===== config.mk =====
export PLATFORM = sky130hd
export DESIGN_NAME = front_coding_word_encoder_top
export DESIGN_NICKNAME = d
export VERILOG_FILES = /design/src/design/fcwe_pkg.sv /design/src/design/fcwe_ctrl.sv /design/src/design/fcwe_datapath.sv /design/src/design/front_coding_word_encoder_top.sv
export SDC_FILE = /design/constraint.sdc
export NUM_CORES = 1
export LEC_CHECK = 0
export ABC_AREA = 1
export BUFFER_PORTS_ARGS = -buffer_cell sky130_fd_sc_hd__buf_2
export CAP_MARGIN = 20
export CORE_AREA = 5 5 162 164
export DETAILED_ROUTE_END_ITERATION = 7
export DIE_AREA = 0 0 167 169
export PLACE_DENSITY = 0.83
export SLEW_MARGIN = 10
export SYNTH_ARGS = -nofsm -noshare
export SYNTH_HDL_FRONTEND = slang
export SYNTH_HIERARCHICAL = 1
export SYNTH_SLANG_ARGS = --single-unit

===== constraint.sdc =====
create_clock -name clk_i -period 10.2 [get_ports clk_i]
set_input_delay 2.04 -clock clk_i [delete_from_list [all_inputs] [get_ports clk_i]]
set_output_delay 2.04 -clock clk_i [all_outputs]
set_load 0.01 [all_outputs]

===== src/design/fcwe_pkg.sv =====
// Package for the front coding word encoder: constants, state and command types.
// Used by fcwe_ctrl, fcwe_datapath and front_coding_word_encoder_top.
`default_nettype none

package fcwe_pkg;

  localparam int unsigned MAX_WORD_DEF = 32;    // default stored word length
  localparam int unsigned POS_W        = 7;     // position and length width
  localparam int unsigned CHAR_W       = 8;
  localparam int unsigned AFFIX_W      = 11;
  localparam int unsigned CNT_W        = 4;
  localparam logic [POS_W-1:0] CNT_CAP  = 7'd15;  // header count cap, first replayed position
  localparam logic [POS_W-1:0] POS_MAX  = 7'd127; // position counter saturation

  typedef enum logic [2:0] {
    ST_IDLE,
    ST_HDR_HI,
    ST_HDR_LO,
    ST_REPLAY,
    ST_CHAR
  } state_e;

  typedef enum logic [2:0] {
    LD_NONE,
    LD_DIRECT,
    LD_HDR_HI,
    LD_HDR_LO,
    LD_REPLAY,
    LD_CHAR
  } load_e;

  typedef struct packed {
    logic  fire;         // input transfer this cycle
    load_e load;         // what goes into the output register
    logic  rep_start;    // restart replay counter at the first replayed position
    logic  rep_step;     // advance replay counter
    logic  next_replay;  // next cycle is a replay cycle: point the store read there
  } ctrl_cmd_t;

  typedef struct packed {
    logic can_load;   // output register free or draining
    logic need_hdr;   // present input item opens a header
    logic pass_char;  // present input item passes straight through
    logic has_replay; // latched shared count reaches past the header cap
    logic rep_last;   // replay counter at last shared position
    logic emit_char;  // the item's character follows the header
  } dp_stat_t;

endpackage

`default_nettype wire


===== src/design/fcwe_ctrl.sv =====
// Controller state machine of the front coding word encoder.
// Depends on fcwe_pkg; drives fcwe_datapath through ctrl_cmd_t.
`default_nettype none

module fcwe_ctrl (
  input  wire logic              clk_i,
  input  wire logic              rst_ni,
  input  wire logic              s_tvalid_i,
  output logic                   s_tready_o,
  input  wire fcwe_pkg::dp_stat_t stat_i,
  output fcwe_pkg::ctrl_cmd_t    cmd_o
);

  fcwe_pkg::state_e state_q, state_d;
  logic             fire;

  assign s_tready_o = (state_q == fcwe_pkg::ST_IDLE) && stat_i.can_load;
  assign fire       = s_tready_o && s_tvalid_i;

  always_ff @(posedge clk_i or negedge rst_ni) begin
    if (!rst_ni) begin
      state_q <= fcwe_pkg::ST_IDLE;
    end else begin
      state_q <= state_d;
    end
  end

  // next state
  always_comb begin
    state_d = state_q;
    case (state_q)
      fcwe_pkg::ST_IDLE: begin
        if (fire && stat_i.need_hdr) state_d = fcwe_pkg::ST_HDR_HI;
      end
      fcwe_pkg::ST_HDR_HI: begin
        if (stat_i.can_load) state_d = fcwe_pkg::ST_HDR_LO;
      end
      fcwe_pkg::ST_HDR_LO: begin
        if (stat_i.can_load) begin
          if (stat_i.has_replay)     state_d = fcwe_pkg::ST_REPLAY;
          else if (stat_i.emit_char) state_d = fcwe_pkg::ST_CHAR;
          else                       state_d = fcwe_pkg::ST_IDLE;
        end
      end
      fcwe_pkg::ST_REPLAY: begin
        if (stat_i.can_load && stat_i.rep_last) begin
          state_d = stat_i.emit_char ? fcwe_pkg::ST_CHAR : fcwe_pkg::ST_IDLE;
        end
      end
      fcwe_pkg::ST_CHAR: begin
        if (stat_i.can_load) state_d = fcwe_pkg::ST_IDLE;
      end
      default: state_d = fcwe_pkg::ST_IDLE;
    endcase
  end

  // commands
  always_comb begin
    cmd_o             = '0;
    cmd_o.load        = fcwe_pkg::LD_NONE;
    cmd_o.fire        = fire;
    cmd_o.next_replay = (state_d == fcwe_pkg::ST_REPLAY);
    case (state_q)
      fcwe_pkg::ST_IDLE: begin
        if (fire && stat_i.pass_char) cmd_o.load = fcwe_pkg::LD_DIRECT;
      end
      fcwe_pkg::ST_HDR_HI: begin
        if (stat_i.can_load) cmd_o.load = fcwe_pkg::LD_HDR_HI;
      end
      fcwe_pkg::ST_HDR_LO: begin
        if (stat_i.can_load) begin
          cmd_o.load      = fcwe_pkg::LD_HDR_LO;
          cmd_o.rep_start = 1'b1;
        end
      end
      fcwe_pkg::ST_REPLAY: begin
        if (stat_i.can_load) begin
          cmd_o.load     = fcwe_pkg::LD_REPLAY;
          cmd_o.rep_step = 1'b1;
        end
      end
      fcwe_pkg::ST_CHAR: begin
        if (stat_i.can_load) cmd_o.load = fcwe_pkg::LD_CHAR;
      end
      default: cmd_o.load = fcwe_pkg::LD_NONE;
    endcase
  end

endmodule

`default_nettype wire


===== src/design/fcwe_datapath.sv =====
// Datapath of the front coding word encoder: previous-word store, match logic,
// header build, replay counter and output register. Depends on fcwe_pkg.
`default_nettype none

module fcwe_datapath #(
  parameter int unsigned MAX_WORD = fcwe_pkg::MAX_WORD_DEF
) (
  input  wire logic                          clk_i,
  input  wire logic                          rst_ni,
  input  wire logic [fcwe_pkg::CHAR_W-1:0]   in_char_i,
  input  wire logic                          word_end_i,
  input  wire logic [fcwe_pkg::AFFIX_W-1:0]  affix_index_i,
  input  wire fcwe_pkg::ctrl_cmd_t           cmd_i,
  output fcwe_pkg::dp_stat_t                 stat_o,
  output logic                               m_tvalid_o,
  input  wire logic                          m_tready_i,
  output logic [fcwe_pkg::CHAR_W-1:0]        out_byte_o,
  output logic                               run_end_o,
  output logic                               record_end_o,
  output logic                               overflow_o
);

  localparam int unsigned PW = fcwe_pkg::POS_W;
  localparam int unsigned CW = fcwe_pkg::CHAR_W;
  localparam int unsigned AW = (MAX_WORD > 1) ? $clog2(MAX_WORD) : 1;
  localparam logic [PW-1:0] MAXW = PW'(MAX_WORD);

  // previous word store
  logic [CW-1:0] mem [MAX_WORD];
  logic [CW-1:0] rd_q;
  logic [AW-1:0] rd_addr, wr_addr;
  logic          we;

  // word tracking
  logic [PW-1:0] pos_q, pos_d, len_q, len_d;
  logic          still_q, still_d;

  // latched header job
  logic [15:0]   hdr_q;
  logic [PW-1:0] j_q, rep_q, rep_d;
  logic          emit_char_q, last_q, ovf_q;
  logic [CW-1:0] ch_q;

  // output register
  logic          out_valid_q, out_valid_d;
  logic [CW-1:0] out_byte_q, out_byte_d;
  logic          out_run_q, out_run_d, out_rec_q, out_rec_d, out_ovf_q, out_ovf_d;

  logic                         ovf_in, match, hold_match, need_hdr;
  logic [PW-1:0]                pos_inc, j_new, rd_sel;
  logic [fcwe_pkg::CNT_W-1:0]   cnt;
  logic [15:0]                  hdr_new;
  logic                         can_load, has_replay, rep_last;

  assign ovf_in     = (pos_q >= MAXW);
  assign pos_inc    = pos_q + PW'(1);
  assign match      = still_q && !ovf_in && (pos_q < len_q) && (rd_q == in_char_i);
  assign hold_match = match && !word_end_i && (pos_inc < MAXW);
  assign need_hdr   = still_q && !hold_match;
  assign j_new      = (match && word_end_i) ? pos_inc : pos_q;
  assign cnt        = (j_new > fcwe_pkg::CNT_CAP) ? fcwe_pkg::CNT_W'(fcwe_pkg::CNT_CAP)
                                                  : j_new[fcwe_pkg::CNT_W-1:0];
  assign hdr_new    = {1'b1, cnt, affix_index_i};

  assign can_load   = !out_valid_q || m_tready_i;
  assign has_replay = (j_q > fcwe_pkg::CNT_CAP);
  assign rep_last   = ((rep_q + PW'(1)) >= j_q);

  assign stat_o.can_load   = can_load;
  assign stat_o.need_hdr   = need_hdr;
  assign stat_o.pass_char  = !still_q;
  assign stat_o.has_replay = has_replay;
  assign stat_o.rep_last   = rep_last;
  assign stat_o.emit_char  = emit_char_q;

  // next word tracking state
  always_comb begin
    pos_d   = pos_q;
    len_d   = len_q;
    still_d = still_q;
    if (cmd_i.fire) begin
      if (word_end_i) begin
        pos_d   = '0;
        len_d   = ovf_in ? MAXW : pos_inc;
        still_d = 1'b1;
      end else begin
        if (pos_q < fcwe_pkg::POS_MAX) pos_d = pos_inc;
        if (need_hdr) still_d = 1'b0;
      end
    end
  end

  always_comb begin
    rep_d = rep_q;
    if (cmd_i.rep_start)     rep_d = fcwe_pkg::CNT_CAP;
    else if (cmd_i.rep_step) rep_d = rep_q + PW'(1);
  end

  // point the read at the next replay position or the next item's position
  assign rd_sel  = cmd_i.next_replay ? rep_d : pos_d;
  assign rd_addr = (rd_sel < MAXW) ? rd_sel[AW-1:0] : '0;
  assign wr_addr = pos_q[AW-1:0];
  assign we      = cmd_i.fire && !ovf_in;

  always_ff @(posedge clk_i) begin
    if (we) mem[wr_addr] <= in_char_i;
    // forward a same-cycle write (one-character word followed by its successor)
    if (we && (wr_addr == rd_addr)) rd_q <= in_char_i;
    else                            rd_q <= mem[rd_addr];
  end

  always_ff @(posedge clk_i) begin
    if (cmd_i.fire && need_hdr) begin
      hdr_q       <= hdr_new;
      j_q         <= j_new;
      emit_char_q <= !(match && word_end_i);
      ch_q        <= in_char_i;
      last_q      <= word_end_i;
      ovf_q       <= ovf_in;
    end
    rep_q <= rep_d;
  end

  always_ff @(posedge clk_i or negedge rst_ni) begin
    if (!rst_ni) begin
      pos_q   <= '0;
      len_q   <= '0;
      still_q <= 1'b1;
    end else begin
      pos_q   <= pos_d;
      len_q   <= len_d;
      still_q <= still_d;
    end
  end

  // output register load
  always_comb begin
    out_valid_d = out_valid_q && !m_tready_i;
    out_byte_d  = out_byte_q;
    out_run_d   = out_run_q;
    out_rec_d   = out_rec_q;
    out_ovf_d   = out_ovf_q;
    case (cmd_i.load)
      fcwe_pkg::LD_NONE: begin
        out_valid_d = out_valid_q && !m_tready_i;
      end
      fcwe_pkg::LD_DIRECT: begin
        out_valid_d = 1'b1;
        out_byte_d  = in_char_i;
        out_run_d   = 1'b1;
        out_rec_d   = word_end_i;
        out_ovf_d   = ovf_in;
      end
      fcwe_pkg::LD_HDR_HI: begin
        out_valid_d = 1'b1;
        out_byte_d  = hdr_q[15:8];
        out_run_d   = 1'b0;
        out_rec_d   = 1'b0;
        out_ovf_d   = ovf_q;
      end
      fcwe_pkg::LD_HDR_LO: begin
        out_valid_d = 1'b1;
        out_byte_d  = hdr_q[7:0];
        out_run_d   = !has_replay && !emit_char_q;
        out_rec_d   = !has_replay && !emit_char_q && last_q;
        out_ovf_d   = ovf_q;
      end
      fcwe_pkg::LD_REPLAY: begin
        out_valid_d = 1'b1;
        out_byte_d  = rd_q;
        out_run_d   = rep_last && !emit_char_q;
        out_rec_d   = rep_last && !emit_char_q && last_q;
        out_ovf_d   = ovf_q;
      end
      fcwe_pkg::LD_CHAR: begin
        out_valid_d = 1'b1;
        out_byte_d  = ch_q;
        out_run_d   = 1'b1;
        out_rec_d   = last_q;
        out_ovf_d   = ovf_q;
      end
      default: begin
        out_valid_d = out_valid_q && !m_tready_i;
      end
    endcase
  end

  always_ff @(posedge clk_i or negedge rst_ni) begin
    if (!rst_ni) begin
      out_valid_q <= 1'b0;
    end else begin
      out_valid_q <= out_valid_d;
    end
  end

  always_ff @(posedge clk_i) begin
    out_byte_q <= out_byte_d;
    out_run_q  <= out_run_d;
    out_rec_q  <= out_rec_d;
    out_ovf_q  <= out_ovf_d;
  end

  assign m_tvalid_o   = out_valid_q;
  assign out_byte_o   = out_byte_q;
  assign run_end_o    = out_run_q;
  assign record_end_o = out_rec_q;
  assign overflow_o   = out_ovf_q;

endmodule

`default_nettype wire


===== src/design/front_coding_word_encoder_top.sv =====
// Front coding word encoder, top level. Depends on fcwe_pkg, fcwe_ctrl, fcwe_datapath.
// One character per cycle while it matches or passes straight through, unless the output
// stalls; a header item emits two header bytes, a replayed byte per shared character past
// the 15th and its character if it follows. A passed character shows in the cycle after its
// transfer; a header is latched, then its high byte loaded. Reset (rst_ni low, async) clears
// position, length, match flag, state and output valid; the word store needs no clearing.
`default_nettype none

module front_coding_word_encoder_top #(
  parameter int unsigned MAX_WORD = fcwe_pkg::MAX_WORD_DEF  // stored word length, 16..64
) (
  input  wire logic        clk_i,
  input  wire logic        rst_ni,
  // input stream: one character of a sorted word per transfer
  input  wire logic        s_axis_tvalid_i,
  output logic             s_axis_tready_o,
  input  wire logic [23:0] s_axis_tdata_i,   // [7:0] in_char, [18:8] affix_index, rest zero
  input  wire logic        s_axis_tlast_i,   // word_end
  // output stream: encoded dictionary bytes
  output logic             m_axis_tvalid_o,
  input  wire logic        m_axis_tready_i,
  output logic [7:0]       m_axis_tdata_o,   // [7:0] out_byte
  output logic             m_axis_tlast_o,   // run_end: last byte caused by an input transfer
  output logic [1:0]       m_axis_tuser_o    // [0] record_end, [1] overflow
);

  fcwe_pkg::ctrl_cmd_t cmd;
  fcwe_pkg::dp_stat_t  stat;
  logic                record_end, overflow;

  // The controller sequences header, replay and trailing-character bytes;
  // everything it decides on comes from the datapath status and the input valid.
  fcwe_ctrl u_ctrl (
    .clk_i      (clk_i),
    .rst_ni     (rst_ni),
    .s_tvalid_i (s_axis_tvalid_i),
    .s_tready_o (s_axis_tready_o),
    .stat_i     (stat),
    .cmd_o      (cmd)
  );

  // The datapath holds the previous word in a small RAM, prefetching the entry
  // for the next character position so each compare sees registered data.
  fcwe_datapath #(
    .MAX_WORD (MAX_WORD)
  ) u_datapath (
    .clk_i         (clk_i),
    .rst_ni        (rst_ni),
    .in_char_i     (s_axis_tdata_i[7:0]),
    .word_end_i    (s_axis_tlast_i),
    .affix_index_i (s_axis_tdata_i[18:8]),
    .cmd_i         (cmd),
    .stat_o        (stat),
    .m_tvalid_o    (m_axis_tvalid_o),
    .m_tready_i    (m_axis_tready_i),
    .out_byte_o    (m_axis_tdata_o),
    .run_end_o     (m_axis_tlast_o),
    .record_end_o  (record_end),
    .overflow_o    (overflow)
  );

  assign m_axis_tuser_o = {overflow, record_end};

endmodule

`default_nettype wire

==> results of run 1 <==
==> cells in the mapped netlist <==
cell type / n / area [µm²]
a21oi_1: 23 / 115
a21oi_2: 1 / 8.76
a221oi_1: 1 / 8.76
a2bb2oi_1: 4 / 35.0
a31oi_1: 1 / 6.26
a32oi_1: 2 / 17.5
a41oi_1: 2 / 17.5
buf_1: 4 / 15.0
buf_2: 26 / 130
buf_4: 22 / 165
buf_6: 2 / 22.5
clkbuf_1: 15 / 56.3
clkinv_1: 2 / 7.51
dfrtp_1: 18 / 450
dfstp_2: 1 / 26.3
dfxtp_1: 12 / 240
edfxtp_1: 300 / 9010
ha_1: 19 / 238
inv_1: 74 / 278
inv_2: 5 / 18.8
nand2_1: 428 / 1610
nand2_2: 2 / 12.5
nand2_4: 1 / 11.3
nand3_1: 250 / 1250
nand3_2: 2 / 20.0
nand3b_1: 4 / 30.0
nand4_1: 7 / 43.8
nor2_1: 72 / 270
nor2_2: 5 / 31.3
nor2_4: 3 / 33.8
nor3_1: 9 / 45.0
o2111ai_1: 1 / 8.76
o211ai_1: 3 / 22.5
o21ai_0: 26 / 130
o21ai_1: 4 / 20.0
o22ai_1: 3 / 18.8
xnor2_1: 1 / 8.76
xor2_1: 7 / 61.3
==> power by group <==
part	internal [mW]	total, mW	switching (mW)
logic	0.530	1.80	1.27
clock network	0.686	1.16	0.475
registers	1.64	1.74	0.0988
==> metrics by stage <==
stage	std cells	instance area [µm²]
after detailed placement	1669	14800
after global placement	1669	14800
after CTS	1729	15800
after global routing	1731	15900
final	1731	15900
after floorplan	1362	14500
==> final timing paths <==
path / depth (start not counted) / end / slack (ns) / start
worst min register to register: 2 / u_datapath/still_q / 0.48 / u_datapath/still_q
worst min-delay path: 2 / u_datapath/still_q / 0.48 / u_datapath/still_q
worst max-delay path: 6 / s_axis_tready_o / 5.40 / m_axis_tready_i
min in group asynchronous: 1 / u_ctrl/state_q[1] / 1.48 / rst_ni
worst max register to register: 21 / flip-flop / 5.58 / flip-flop
max in group asynchronous: 1 / u_datapath/still_q / 8.37 / rst_ni
==> logic make-up after synthesis <==
family / Yosys count / share of synthesized area (%)
xor+xnor: 8 / 0.484
flops: 331 / 67.1
fa+ha+maj: 19 / 1.64
simple gates: 783 / 23.2
buf+inv: 150 / 4.78
compound gates: 71 / 2.82
==> final cells by class <==
type	instances	area share [%]
inverters	81	1.92
multi-input cells	881	25.7
flip-flops and latches	331	61.3
clock inverters	17	0.835
well taps	330	2.60
repair buffers	48	1.95
clock buffers	43	5.77
==> registers in the layout (all words and copies together), names as in the netlist, named ones only <==
register,cells
u_ctrl/state_q,3
u_datapath/ch_q,8
u_datapath/emit_char_q,1
u_datapath/hdr_q,15
u_datapath/j_q,7
u_datapath/last_q,1
u_datapath/len_q,7
u_datapath/m_tvalid_o,1
u_datapath/mem,256
u_datapath/out_byte_o,8
u_datapath/overflow_o,1
u_datapath/ovf_q,1
u_datapath/pos_q,7
u_datapath/record_end_o,1
u_datapath/rep_q,7
u_datapath/run_end_o,1
u_datapath/still_q,1
==> layer usage <==
layer | vias to the layer above | wire length (µm) | GRT usage [%] | part of all wire, %
met4 | 0 | 1540 | 10.1 | 4.7
met3 | 123 | 2730 | 3.85 | 8.3
met2 | 547 | 16700 | 40.2 | 51
li1 | 4715 | - | - | -
met1 | 4789 | 12100 | 29.0 | 37
met5 | - | 0 | 0 | 0
==> critical path: stages <==
cell     delay, ns
buf_2         0.07
inv_1         0.03
nand2_1       0.23
nand3_2       0.17
inv_1         0.09
buf_2         0.13
==> flow_summary.json, run 1 <==
{
  "status": "finished clean",
  "critPathLaunchType": "primary input",
  "die_width_um": 167,
  "whs_ns": 0.482,
  "clockBufferDepth": 3,
  "ys_warn_count": 6,
  "synth.avg_cell_area_um2": 10.6,
  "cp_max_fo": 8,
  "rsz0062_at_grt": "false",
  "vias": 10200,
  "fill_cells": 1739,
  "synth_fp_nets": 1410,
  "end_kind": "output pin",
  "syn_to_final_growth_pct": 9.62,
  "powerDensity_mw_per_mm2": 296,
  "multi_input_area_mm2": 0.00408,
  "postSynthCellCount": 1362,
  "htree_levels": 2,
  "cts_sinks": 331,
  "grt_max_degree": 111,
  "seq_area_mm2": 0.00973,
  "final_util_pct": 64.2,
  "antenna_found_initial": 0,
  "hpwl_um": 19600,
  "hold_viol": 0,
  "dieArea_mm2": 0.0282,
  "root_buffer": "clkbuf_16",
  "grt_pass1_vias": 10100,
  "routed_wl_um": 33000,
  "fin_tns_setup_ns": 0,
  "cts_resized": 0,
  "start_util_pct": 58.6,
  "crit_arrival_ns": 2.76,
  "clock_latency_ns": 0.51,
  "finalPower_mw": 4.70,
  "synth_seq_cells": 331,
  "cts_buffers": 34,
  "ys_types": 38,
  "numPortBuffers": 36,
  "core-area_mm2": 0.0247,
  "hold_class": "reg -> reg",
  "fmax_ghz": 0.208,
  "firstDrtPassIters": 6,
  "post-place-ws_ns": 5.26,
  "clk_transition_reported_paths_ns": 0.06,
  "routedWlPerCell_um": 19.1,
  "fin_crit_sh_pct": 47.1,
  "cap_violations": 0,
  "place.gp.congestion": 0.904,
  "num_antenna_cells": 0,
  "dieHeight_um": 169,
  "fin_nets": 1425,
  "min_period_ns": 4.80,
  "final_common_cell": "nand2_1",
  "worst_ir_drop_vdd_mv": 0.154,
  "worstSetupPathType": "in -> out",
  "worst-slew-pin-transition_ns": 1.07,
  "postCtsSetupBuffers": 0,
  "fin_ws_ns": 5.40,
  "clock_skew_ns": 0.0180,
  "ctsHoldBuffers": 0,
  "required_ns": 8.16,
  "finalSetupViolCount": 0,
  "overflow": 0,
  "io_pins": 42,
  "leakagePower_nw": 6.13,
  "track_usage_pct": 23.2,
  "relSlewSlack_pct": 29.0,
  "drt-vias-per-instance": 5.88,
  "drive_gt1_share_pct": 8.35,
  "grt_pass1_wl_um": 51800,
  "drt.antenna.violating_nets": 0,
  "synthesis.area_mm2": 0.0145,
  "maxSlewViolCount": 0,
  "drc_errors": 0,
  "rows": 58,
  "mostFrequentLayoutCells": "428 x nand2_1, 300 x edfxtp_1, 250 x nand3_1, 74 x inv_1, 72 x nor2_1",
  "drt_iter0_markers": 1464,
  "tritoncts": "built",
  "synth_seq_area_share_pct": 67.1
}
Note: power is estimated with default switching activity, not from simulation.
==> run 2: changes to the inputs <==
==> constraint.sdc (replaced) <==
create_clock -name clk_i -period 4.5 [get_ports clk_i]
set_input_delay 0.9 -clock clk_i [delete_from_list [all_inputs] [get_ports clk_i]]
set_output_delay 0.9 -clock clk_i [all_outputs]
set_load 0.01 [all_outputs]
==> flow_summary.json, run 2 (synthesis results as in run 1) <==
{
  "die_width_um": 167,
  "min_period_ns": 4.12,
  "cpPeakStageDelay_ns": 0.60,
  "reg2regPathDepth": 20,
  "seq_area_mm2": 0.00973,
  "tritoncts": "built",
  "reg_top3": "u_datapath/mem x256, u_datapath/hdr_q x15",
  "rsz0062_at_grt": "false",
  "clock_skew_ns": 0.0123,
  "clockBufferDepth": 3,
  "pwr-share-seq_pct": 36.7,
  "dieHeight_um": 169,
  "drt-vias-per-instance": 5.89,
  "fmax_ghz": 0.242,
  "end_kind": "flip-flop",
  "cts_sinks": 331,
  "numPortBuffers": 36,
  "postCtsSetupBuffers": 0,
  "finalSetupViolCount": 0,
  "clock_latency_ns": 0.51,
  "relSlewSlack_pct": 28.1,
  "grt_pass1_wl_um": 54200,
  "largest_reg_flops": 256,
  "clk_transition_reported_paths_ns": 0.06,
  "io_pins": 42,
  "critical-path-slowest-cell": "dfxtp_4",
  "crit_cells": 20,
  "drt.antenna.violating_nets": 0,
  "worst-slew-pin-transition_ns": 1.07,
  "fin_nets": 1430,
  "grt_pass1_vias": 10200,
  "htree_levels": 2,
  "mostFrequentLayoutCells": "428 x nand2_1, 300 x edfxtp_1, 250 x nand3_1, 74 x inv_1, 72 x nor2_1",
  "maxSlewViolCount": 0,
  "required_ns": 4.86,
  "critical_path.cell_chain": "buf_4 > nand2_1 > nand3_1 > nand3_1 > nand2_1 > nand2_1 > nand3_1 > nand2_1 > nand2_1 > nand2_1 > nor2_1 > nand3_1 > nor3_1 > nor2_1 > nand2_2 > a21oi_2 > inv_1 > nor3_1 > nor2_1 > a21oi_1",
  "p_int_mw": 6.63,
  "crit_arrival_ns": 4.49,
  "syn_to_final_growth_pct": 10.5,
  "vias": 10200,
  "num_antenna_cells": 0,
  "antenna_found_initial": 0,
  "cts_buffers": 34,
  "switching_share_pct": 38.9,
  "cp_max_fo": 51,
  "final_common_cell": "nand2_1",
  "worstSetupPathType": "reg -> reg",
  "root_buffer": "clkbuf_16",
  "multi_input_area_mm2": 0.00408,
  "p_clk_share_pct": 25.8,
  "dieArea_mm2": 0.0282,
  "track_usage_pct": 24.5,
  "p_sw_mw": 4.22,
  "worst_ir_drop_vdd_mv": 0.437,
  "drt_iter0_markers": 1438,
  "place.gp.congestion": 0.936,
  "leakagePower_nw": 6.20,
  "ctsHoldBuffers": 0,
  "cpMostUsedCell": "nand2_1",
  "rows": 58,
  "powerDensity_mw_per_mm2": 677,
  "cap_violations": 0,
  "firstDrtPassIters": 6,
  "overflow": 0,
  "critPathTopFamily": "simple AND/OR/NAND/NOR gates",
  "fin_tns_setup_ns": 0,
  "grt_max_degree": 129,
  "power_frac_comb_pct": 37.5,
  "status": "finished clean",
  "start_util_pct": 58.6,
  "largest-register": "u_datapath/mem",
  "cts_resized": 0,
  "fill_cells": 1769,
  "fin_area_mm2": 0.0160,
  "critPathBufInv": 2,
  "routedWlPerCell_um": 19.9,
  "drc_errors": 0,
  "hold_class": "in -> async",
  "routed_wl_um": 34600,
  "fin_crit_sh_pct": 91.7,
  "placed_area_mm2": 0.0149,
  "core-area_mm2": 0.0247,
  "hpwl_um": 21500,
  "hold_viol": 0,
  "critPathLaunchType": "flip-flop",
  "drive_gt1_share_pct": 8.96,
  "reg2reg_slack_ns": 0.38
}
==> run 2: cell types whose count changed in the layout (fill, tap and decap cells not counted) <==
| cell | change |
|---|---|
| clkbuf_16 | +2 |
| bufinv_16 | +1 |
| buf_16 | -1 |
| inv_6 | -1 |
| clkinv_4 | +1 |
| buf_12 | +3 |
| clkinv_1 | -3 |
| clkinv_2 | +1 |
| buf_4 | +3 |
==> run 2: power by group through the flow <==
stage | clock [mW] | sequential, mW | combinational [mW]
5_1_grt | 2.96 | 4.01 | 4.49
3_3_place_gp | 0 | 4.02 | 3.75
3_5_place_dp | 0 | 4.03 | 3.93
2_1_floorplan | 0 | 3.92 | 2.93
6_report | 2.80 | 3.98 | 4.07
4_1_cts | 2.83 | 3.97 | 3.99
==> run 2: area by class of cell <==
type | count | share of cell area (%)
Sequential cell | 331 | 60.8
Multi-Input combinational cell | 881 | 25.5
Clock buffer | 45 | 6.03
Tap cell | 330 | 2.58
Timing Repair Buffer | 53 | 2.28
Inverter | 81 | 1.91
Clock inverter | 16 | 0.977
==> run 2: worst max-delay path by stage <==
stage	startpoint	to	slack [ns]
CTS	flip-flop	flip-flop	0.54
finish	flip-flop	flip-flop	0.38
detailed placement	flip-flop	flip-flop	0.63
global placement	flip-flop	flip-flop	0.73
floorplan	m_axis_tready_i	u_datapath/ch_q[0]	0.20
global route	flip-flop	flip-flop	0.15
==> run 2: metal layers <==
layer	track usage [%]	wire [µm]	vias to the layer above
li1	-	-	4735
met1	31.0	12800	4867
met5	0	0	-
met4	9.36	1230	0
met2	42.6	17500	533
met3	4.25	3070	91
==> run 2: through the flow <==
| step | setup slack, ns | utilization, % | cells | hold slack, ns | power [mW] |
|---|---|---|---|---|---|
| global route | 0.153 | 64.7 | 1737 | 0.373 | 11.5 |
| floorplan | 0.196 | - | 1362 | 0.453 | 6.85 |
| finish | 0.375 | 64.7 | 1737 | 0.344 | 10.8 |
| global placement | 0.726 | 60.1 | 1675 | 0.462 | 7.77 |
| detailed placement | 0.629 | 60.2 | 1676 | 0.467 | 7.97 |
| CTS | 0.536 | 64.7 | 1737 | 0.350 | 10.8 |
